File: config.mk
export PLATFORM = sky130hd
export DESIGN_NAME = modular_exponentiation_core
export DESIGN_NICKNAME = d
export VERILOG_FILES = /design/src/rtl/core/mexp_pkg.sv /design/src/rtl/core/mexp_dp.sv /design/src/rtl/core/mexp_ctrl.sv /design/src/rtl/core/modular_exponentiation_core.sv
export SDC_FILE = /design/constraint.sdc
export NUM_CORES = 1
export LEC_CHECK = 0
export BUFFER_PORTS_ARGS = -buffer_cell sky130_fd_sc_hd__buf_2
export CORE_UTILIZATION = 62
export CTS_CLUSTER_DIAMETER = 60
export DETAILED_ROUTE_END_ITERATION = 8
export GPL_TIMING_DRIVEN = 0
export PLACE_DENSITY = 0.83
export SLEW_MARGIN = 20
export SYNTH_ARGS = -nofsm -noshare
export SYNTH_HDL_FRONTEND = slang
export SYNTH_SLANG_ARGS = --single-unit
File: constraint.sdc
create_clock -name clk -period 20.2 [get_ports clk]
set_input_delay 1.01 -clock clk [delete_from_list [all_inputs] [get_ports clk]]
set_output_delay 1.01 -clock clk [all_outputs]
set_load 0.05 [all_outputs]
File: src/rtl/core/mexp_pkg.sv
// ----------------------------------------------------------------------------
// mexp_pkg
// shared widths, controller states and command/status types for the
// modular exponentiation core
// ----------------------------------------------------------------------------
package mexp_pkg;

	localparam int BASE_W = 63;
	localparam int EXP_W  = 63;
	localparam int MOD_W  = 32;
	localparam int CNT_MAX = (BASE_W > MOD_W) ? BASE_W : MOD_W;
	localparam int CNT_W  = $clog2(CNT_MAX);

	localparam logic [MOD_W-1:0] MOD_RESET = MOD_W'(64'd1000000007);

	typedef enum logic [3:0] {
		ST_IDLE,
		ST_REDUCE,
		ST_SQ_INIT,
		ST_CHECK,
		ST_MUL_ACC,
		ST_WR_ACC,
		ST_MUL_SQ,
		ST_WR_SQ,
		ST_FINISH
	} mexp_state_t;

	typedef struct packed {
		logic load;
		logic red_step;
		logic sq_write;
		logic mul_load;
		logic mul_sel_acc;
		logic mul_step;
		logic acc_write;
		logic exp_shift;
		logic out_load;
	} mexp_cmd_t;

	typedef struct packed {
		logic exp_zero;
		logic exp_lsb;
		logic mod_zero;
	} mexp_stat_t;

endpackage

File: src/rtl/core/mexp_dp.sv
// ----------------------------------------------------------------------------
// mexp_dp
// datapath: modulus register, bit-serial base reduction, shared bit-serial
// modular multiplier, running result and square, result register
// ----------------------------------------------------------------------------
module mexp_dp (
	input  logic                     clk,
	input  logic                     arst_n,
	input  logic                     modulus_we,
	input  logic [mexp_pkg::MOD_W-1:0]  modulus_wdata,
	input  logic [mexp_pkg::BASE_W-1:0] base,
	input  logic [mexp_pkg::EXP_W-1:0]  exponent,
	input  mexp_pkg::mexp_cmd_t      cmd,
	output mexp_pkg::mexp_stat_t     stat,
	output logic [mexp_pkg::MOD_W-1:0]  power_residue
);
	import mexp_pkg::*;

	logic [MOD_W-1:0]  mod_q;
	logic [BASE_W-1:0] base_q;
	logic [EXP_W-1:0]  exp_q;
	logic [MOD_W-1:0]  acc_q;
	logic [MOD_W-1:0]  sq_q;
	logic [MOD_W-1:0]  r_q;
	logic [MOD_W-1:0]  a_q;
	logic [MOD_W-1:0]  b_q;
	logic [MOD_W-1:0]  res_q;

	logic [MOD_W:0] mod_ext;
	logic [MOD_W:0] red_sum;
	logic [MOD_W-1:0] red_next;
	logic [MOD_W:0] dbl;
	logic [MOD_W-1:0] dbl_red;
	logic [MOD_W:0] add_sum;
	logic [MOD_W-1:0] mul_next;

	assign mod_ext = {1'b0, mod_q};

	// reduction: shift in one base bit
	always_comb begin
		red_sum  = {r_q, base_q[BASE_W-1]};
		red_next = (red_sum >= mod_ext) ? MOD_W'(red_sum - mod_ext) : red_sum[MOD_W-1:0];
	end

	// multiplier: double, then add a when the multiplier bit is set
	always_comb begin
		dbl     = {r_q, 1'b0};
		dbl_red = (dbl >= mod_ext) ? MOD_W'(dbl - mod_ext) : dbl[MOD_W-1:0];
		add_sum = {1'b0, dbl_red} + (b_q[MOD_W-1] ? {1'b0, a_q} : {(MOD_W+1){1'b0}});
		mul_next = (add_sum >= mod_ext) ? MOD_W'(add_sum - mod_ext) : add_sum[MOD_W-1:0];
	end

	always_ff @(posedge clk or negedge arst_n) begin
		if (!arst_n) begin
			mod_q <= MOD_RESET;
		end else if (modulus_we) begin
			mod_q <= modulus_wdata;
		end
	end

	always_ff @(posedge clk) begin
		if (cmd.load) begin
			base_q <= base;
			exp_q  <= exponent;
			r_q    <= '0;
			acc_q  <= (mod_q == MOD_W'(1)) ? '0 : MOD_W'(1);
		end else begin
			if (cmd.red_step) begin
				base_q <= {base_q[BASE_W-2:0], 1'b0};
				r_q    <= red_next;
			end
			if (cmd.mul_load) begin
				r_q <= '0;
				a_q <= sq_q;
				b_q <= cmd.mul_sel_acc ? acc_q : sq_q;
			end
			if (cmd.mul_step) begin
				r_q <= mul_next;
				b_q <= {b_q[MOD_W-2:0], 1'b0};
			end
			if (cmd.acc_write) begin
				acc_q <= r_q;
			end
			if (cmd.sq_write) begin
				sq_q <= r_q;
			end
			if (cmd.exp_shift) begin
				exp_q <= {1'b0, exp_q[EXP_W-1:1]};
			end
		end
		if (cmd.out_load) begin
			res_q <= (mod_q == '0) ? '0 : acc_q;
		end
	end

	assign stat.exp_zero = (exp_q == '0);
	assign stat.exp_lsb  = exp_q[0];
	assign stat.mod_zero = (mod_q == '0);
	assign power_residue = res_q;

endmodule

File: src/rtl/core/mexp_ctrl.sv
// ----------------------------------------------------------------------------
// mexp_ctrl
// controller: sequences reduction, square-and-multiply over exponent bits,
// and the handoff to the result register
// ----------------------------------------------------------------------------
module mexp_ctrl (
	input  logic                 clk,
	input  logic                 arst_n,
	input  logic                 in_valid,
	output logic                 in_stall,
	output logic                 out_valid,
	input  logic                 out_stall,
	input  mexp_pkg::mexp_stat_t stat,
	output mexp_pkg::mexp_cmd_t  cmd
);
	import mexp_pkg::*;

	mexp_state_t state_q;
	mexp_state_t state_nx;
	logic [CNT_W-1:0] cnt_q;
	logic out_valid_q;
	logic slot_free;
	logic red_last;
	logic mul_last;

	assign slot_free = !out_valid_q || !out_stall;
	assign red_last  = (cnt_q == CNT_W'(BASE_W - 1));
	assign mul_last  = (cnt_q == CNT_W'(MOD_W - 1));
	assign in_stall  = (state_q != ST_IDLE);
	assign out_valid = out_valid_q;

	// next state
	always_comb begin
		state_nx = state_q;
		case (state_q)
			ST_IDLE: begin
				if (in_valid) begin
					state_nx = stat.mod_zero ? ST_FINISH : ST_REDUCE;
				end
			end
			ST_REDUCE: begin
				if (red_last) begin
					state_nx = ST_SQ_INIT;
				end
			end
			ST_SQ_INIT: state_nx = ST_CHECK;
			ST_CHECK: begin
				if (stat.exp_zero) begin
					state_nx = ST_FINISH;
				end else if (stat.exp_lsb) begin
					state_nx = ST_MUL_ACC;
				end else begin
					state_nx = ST_MUL_SQ;
				end
			end
			ST_MUL_ACC: begin
				if (mul_last) begin
					state_nx = ST_WR_ACC;
				end
			end
			ST_WR_ACC: state_nx = ST_MUL_SQ;
			ST_MUL_SQ: begin
				if (mul_last) begin
					state_nx = ST_WR_SQ;
				end
			end
			ST_WR_SQ: state_nx = ST_CHECK;
			ST_FINISH: begin
				if (slot_free) begin
					state_nx = ST_IDLE;
				end
			end
			default: state_nx = ST_IDLE;
		endcase
	end

	// commands
	always_comb begin
		cmd = '0;
		case (state_q)
			ST_IDLE:    cmd.load = in_valid;
			ST_REDUCE:  cmd.red_step = 1'b1;
			ST_SQ_INIT: cmd.sq_write = 1'b1;
			ST_CHECK: begin
				if (!stat.exp_zero) begin
					cmd.mul_load    = 1'b1;
					cmd.mul_sel_acc = stat.exp_lsb;
				end
			end
			ST_MUL_ACC: cmd.mul_step = 1'b1;
			ST_WR_ACC: begin
				cmd.acc_write = 1'b1;
				cmd.mul_load  = 1'b1;
			end
			ST_MUL_SQ:  cmd.mul_step = 1'b1;
			ST_WR_SQ: begin
				cmd.sq_write  = 1'b1;
				cmd.exp_shift = 1'b1;
			end
			ST_FINISH:  cmd.out_load = slot_free;
			default:    cmd = '0;
		endcase
	end

	always_ff @(posedge clk or negedge arst_n) begin
		if (!arst_n) begin
			state_q     <= ST_IDLE;
			cnt_q       <= '0;
			out_valid_q <= 1'b0;
		end else begin
			state_q <= state_nx;
			if (cmd.load || cmd.mul_load) begin
				cnt_q <= '0;
			end else if (cmd.red_step || cmd.mul_step) begin
				cnt_q <= cnt_q + CNT_W'(1);
			end
			if (cmd.out_load) begin
				out_valid_q <= 1'b1;
			end else if (!out_stall) begin
				out_valid_q <= 1'b0;
			end
		end
	end

`ifndef ASSERT_OFF
	a_load_free: assert property (@(posedge clk) disable iff (!arst_n)
		cmd.out_load |-> slot_free)
		else $error("result loaded over a pending beat");
	a_out_hold: assert property (@(posedge clk) disable iff (!arst_n)
		(out_valid_q && out_stall) |=> out_valid_q)
		else $error("stalled result dropped");
	a_accept_busy: assert property (@(posedge clk) disable iff (!arst_n)
		(state_q == ST_IDLE && in_valid) |=> (state_q != ST_IDLE))
		else $error("accepted beat not started");
	a_red_cnt: assert property (@(posedge clk) disable iff (!arst_n)
		(state_q == ST_REDUCE) |-> (cnt_q < CNT_W'(BASE_W)))
		else $error("reduction counter overrun");
`endif

endmodule

File: src/rtl/core/modular_exponentiation_core.sv
// ----------------------------------------------------------------------------
// modular_exponentiation_core
// base^exponent mod modulus by right-to-left square-and-multiply
//
//   channel  signals                         dir
//   in       in_valid/in_stall, base, exponent   input beat
//   out      out_valid/out_stall, power_residue  result beat
//   cfg      modulus_we, modulus_wdata           modulus write
//
// one item at a time: bit-serial base reduction, then per exponent bit up
// to the highest set one, a square plus a multiply when the bit is set,
// both on the shared bit-serial modular multiplier
// modulus resets to 1000000007; zero modulus skips the reduction and gives 0
// a waiting result does not block the next input beat
// ----------------------------------------------------------------------------
module modular_exponentiation_core (
	input  logic                      clk,
	input  logic                      arst_n,
	input  logic                      modulus_we,
	input  logic [mexp_pkg::MOD_W-1:0]  modulus_wdata,
	input  logic                      in_valid,
	output logic                      in_stall,
	input  logic [mexp_pkg::BASE_W-1:0] base,
	input  logic [mexp_pkg::EXP_W-1:0]  exponent,
	output logic                      out_valid,
	input  logic                      out_stall,
	output logic [mexp_pkg::MOD_W-1:0]  power_residue
);
	import mexp_pkg::*;

	mexp_cmd_t  cmd;
	mexp_stat_t stat;

	mexp_ctrl u_ctrl (
		.clk       (clk),
		.arst_n    (arst_n),
		.in_valid  (in_valid),
		.in_stall  (in_stall),
		.out_valid (out_valid),
		.out_stall (out_stall),
		.stat      (stat),
		.cmd       (cmd)
	);

	mexp_dp u_dp (
		.clk           (clk),
		.arst_n        (arst_n),
		.modulus_we    (modulus_we),
		.modulus_wdata (modulus_wdata),
		.base          (base),
		.exponent      (exponent),
		.cmd           (cmd),
		.stat          (stat),
		.power_residue (power_residue)
	);

endmodule
==> results_dict.tcl <==
set metrics [dict create \
    cts_setup_buffers 0 \
    area.growth.synth_to_final_pct 14.0 \
    vias 20026 \
    fin_ws_ns 9.71 \
    fill_cells 2475 \
    synth-async-reset-ratio_pct 11.9 \
    cts.repair.resized 0 \
    syn_avg_cell_area_sq_um 9.24 \
    core_sq_um 34700 \
    synth_ff_type "edfxtp_1" \
    slew_viol_final 0 \
    cts_tree "yes" \
    period_needed_ns 10.49 \
    cp_top_family "compound AO/OA/AOI/OAI gates" \
    rsz0062_at_grt "no" \
    relSlewSlack_pct 24.7 \
    worst_path_max_delay_cell "a221oi_1" \
    clock.fmax_mhz 95.3 \
    dp_slack_ns 10.29 \
    grt_antenna_before_repair 1 \
    min_path_type "flip-flop to flip-flop" \
    hold_buffers 0 \
    fp.dieW_um 190 \
    syn_area_sq_um 22000 \
    cts.clk_slew.worst_paths_ns 0.06 \
    syn_nets 2648 \
    fin_crit_sh_pct 51.9 \
    die-area_sq_um 36200 \
    numPortBuffers 195 \
    multi_input_area_sq_um 10900 \
    r2r_cells 32 \
    ant_nets 0 \
    critPathRequiredTime_ns 20.72 \
    cp.buffers_inverters 5 \
    grt_pass1_vias 19474 \
    critical_path_cell_count 32 \
    drv_cap 0 \
    ys_ff_latch 361 \
    tightest_slew_ns 1.13 \
    drive_gt1_share_pct 13.2 \
    seq_area_sq_um 10300 \
    final_core_util_pct 72.3 \
    ys_types 85 \
    routedWlPerCell_um 24.1 \
    slowest_delay_ns 0.88 \
    overflow 0 \
    dr.pass1.iters 6 \
    synth_edf_count 286 \
    cts_root_buffer "clkbuf_16" \
    drtIter0Drc 2811 \
    setup_tns_ns 0 \
    initial_core_util_pct 63.4 \
    finClkSkew_ns 0.0309 \
    cts-htree-levels 2 \
    clock_path_buffers 3 \
    postSynthCellCount 2382 \
    yosysSeqAreaShare_pct 46.9 \
    clock_sinks 361 \
    die_h_um 190 \
    layout.nets 2895 \
    hpwl_um 56800 \
    row_count 68 \
    start_kind "flip-flop" \
    gp_congestion 1.05 \
    yosysWarningCount 0 \
    cp.arrival_ns 11.01 \
    drt-vias-per-instance 6.44 \
    drc 0 \
    grt_max_degree 62 \
    worstSetupPathType "flip-flop to flip-flop" \
    status "completed" \
    setup_viol 0 \
    crit_path_end_kind "flip-flop" \
    grt_usage_pct 41.3 \
    holdPathStages 0 \
    path_max_fanout 10 \
    hold_viol_final 0 \
    io_pins 197 \
    grt_pass1_wl_um 112000 \
    wirelength_um 74900 \
    cts_buffers 38 \
    clock_latency_ns 0.58 \
]
-- kinds of logic (layout without fill, tap and decap cells) --
kind of cell | Yosys count | count (layout) | synth area share [%]
other | 0 | 1 | 0
DFF | 361 | 361 | 46.9
AOI/OAI and AO/OA | 574 | 574 | 16.8
xor gates and xnor gates | 112 | 112 | 4.46
adders and majority gates | 103 | 103 | 5.99
muxes | 44 | 44 | 2.02
buffers and inverters | 212 | 485 | 3.77
and+or+nand+nor | 976 | 976 | 20.0
-- registers in the layout, summed over array words and instances (netlist names) --
name                count
u_dp.base_q            63
u_dp.b_q               32
u_ctrl.cnt_q            6
u_dp.a_q               32
u_dp.r_q               32
u_dp.acc_q             32
u_ctrl.out_valid        1
u_dp.mod_q             32
u_dp.power_residue     32
u_ctrl.state_q          4
u_dp.exp_q             63
u_dp.sq_q              32
-- worst reg2reg max path: cells and delay by family, from the launching register on --
family | cells | cell delay (ns)
AOI/OAI and AO/OA | 17 | 6.21
xor gates and xnor gates | 1 | 0.37
adders and majority gates | 3 | 1.11
buffers and inverters | 5 | 1.34
DFF | 1 | 0.55
and+or+nand+nor | 6 | 0.89
-- metal layers --
metal	global-route usage, %	up-vias	part of all wire [%]
met2	67.3	1337	46
met3	7.45	186	11
met1	53.9	9489	39
met4	18.4	0	4.5
met5	0	-	0
li1	-	9014	-
-- area by class of cell --
cell class	instances	share of cell area, %
multi-input combinational	1809	43.5
sequential	361	41.2
timing repair buffer	207	4.75
clock buffer	50	4.21
tap	455	2.27
buffer	128	2.05
inverter	84	1.26
clock inverter	16	0.768
antenna	1	0.00998
-- cells in the final DEF (no fill, tap or decap), drive strengths merged, types with 27 or more instances in the layout --
master    n
nand3    53
edfxtp  286
nand2   584
mux2i    40
buf     223
a21o     41
and2     66
nor3     27
clkbuf  162
a21oi   138
xnor2    81
dfxtp    32
nor4     33
dfrtp    27
o21ai   189
a31oi    35
ha       99
inv      89
nor2     78
nand4    34
xor2     31
nor2b    43
-- metrics by stage --
stage          hold slack (ns)  instances  instance area, sq um
2_1_floorplan            0.426       2382                 22000
5_1_grt                  0.466       3111                 25100
3_5_place_dp             0.442       3044                 23800
4_1_cts                  0.455       3110                 25100
6_report                 0.455       3111                 25100
3_3_place_gp             0.431       3032                 23600
-- Yosys cell counts (all sizes together) (10+ instances only) --
| library cell | n | area share [%] |
|---|---|---|
| a21oi | 138 | 3.2 |
| edfxtp | 286 | 39 |
| clkbuf | 112 | 1.9 |
| mux2i | 40 | 1.8 |
| o21bai | 21 | 0.72 |
| nor4 | 33 | 1.0 |
| xnor2 | 81 | 3.2 |
| o221ai | 10 | 0.40 |
| and3 | 17 | 0.48 |
| inv | 84 | 1.4 |
| a221oi | 14 | 0.56 |
| dfstp | 16 | 1.9 |
| ha | 99 | 5.6 |
| nand4 | 34 | 0.97 |
| o21ai | 189 | 4.3 |
| xor2 | 31 | 1.2 |
| and2 | 66 | 1.9 |
| buf | 16 | 0.43 |
| a21o | 41 | 1.4 |
| a31oi | 35 | 1.1 |
| o211ai | 12 | 0.41 |
| or2 | 10 | 0.28 |
| dfrtp | 27 | 3.1 |
| nand2b | 11 | 0.31 |
| nand3 | 53 | 1.2 |
| nand2 | 584 | 10 |
| nor2 | 78 | 1.4 |
| a211oi | 19 | 0.65 |
| o221a | 18 | 0.92 |
| dfxtp | 32 | 2.9 |
| nor3 | 27 | 0.64 |
| o21a | 18 | 0.61 |
| nor2b | 43 | 1.2 |
-- final timing paths --
| kind | startpoint | endpoint | slack, ns |
|---|---|---|---|
| max | u_dp.mod_q[2] | u_dp.r_q[8] | 9.71 |
| min | u_dp.sq_q[28] | u_dp.a_q[28] | 0.45 |
| max reg2reg | u_dp.mod_q[2] | u_dp.r_q[8] | 9.71 |
| min reg2reg | u_dp.sq_q[28] | u_dp.a_q[28] | 0.45 |
| max in group asynchronous | arst_n | u_ctrl.state_q[2] | 19.29 |
| min in group asynchronous | arst_n | u_dp.mod_q[31] | 0.47 |
Power is left out: the tool's default activity adds up to more than one toggle a clock period on the data nets, which glitch-free logic cannot reach.
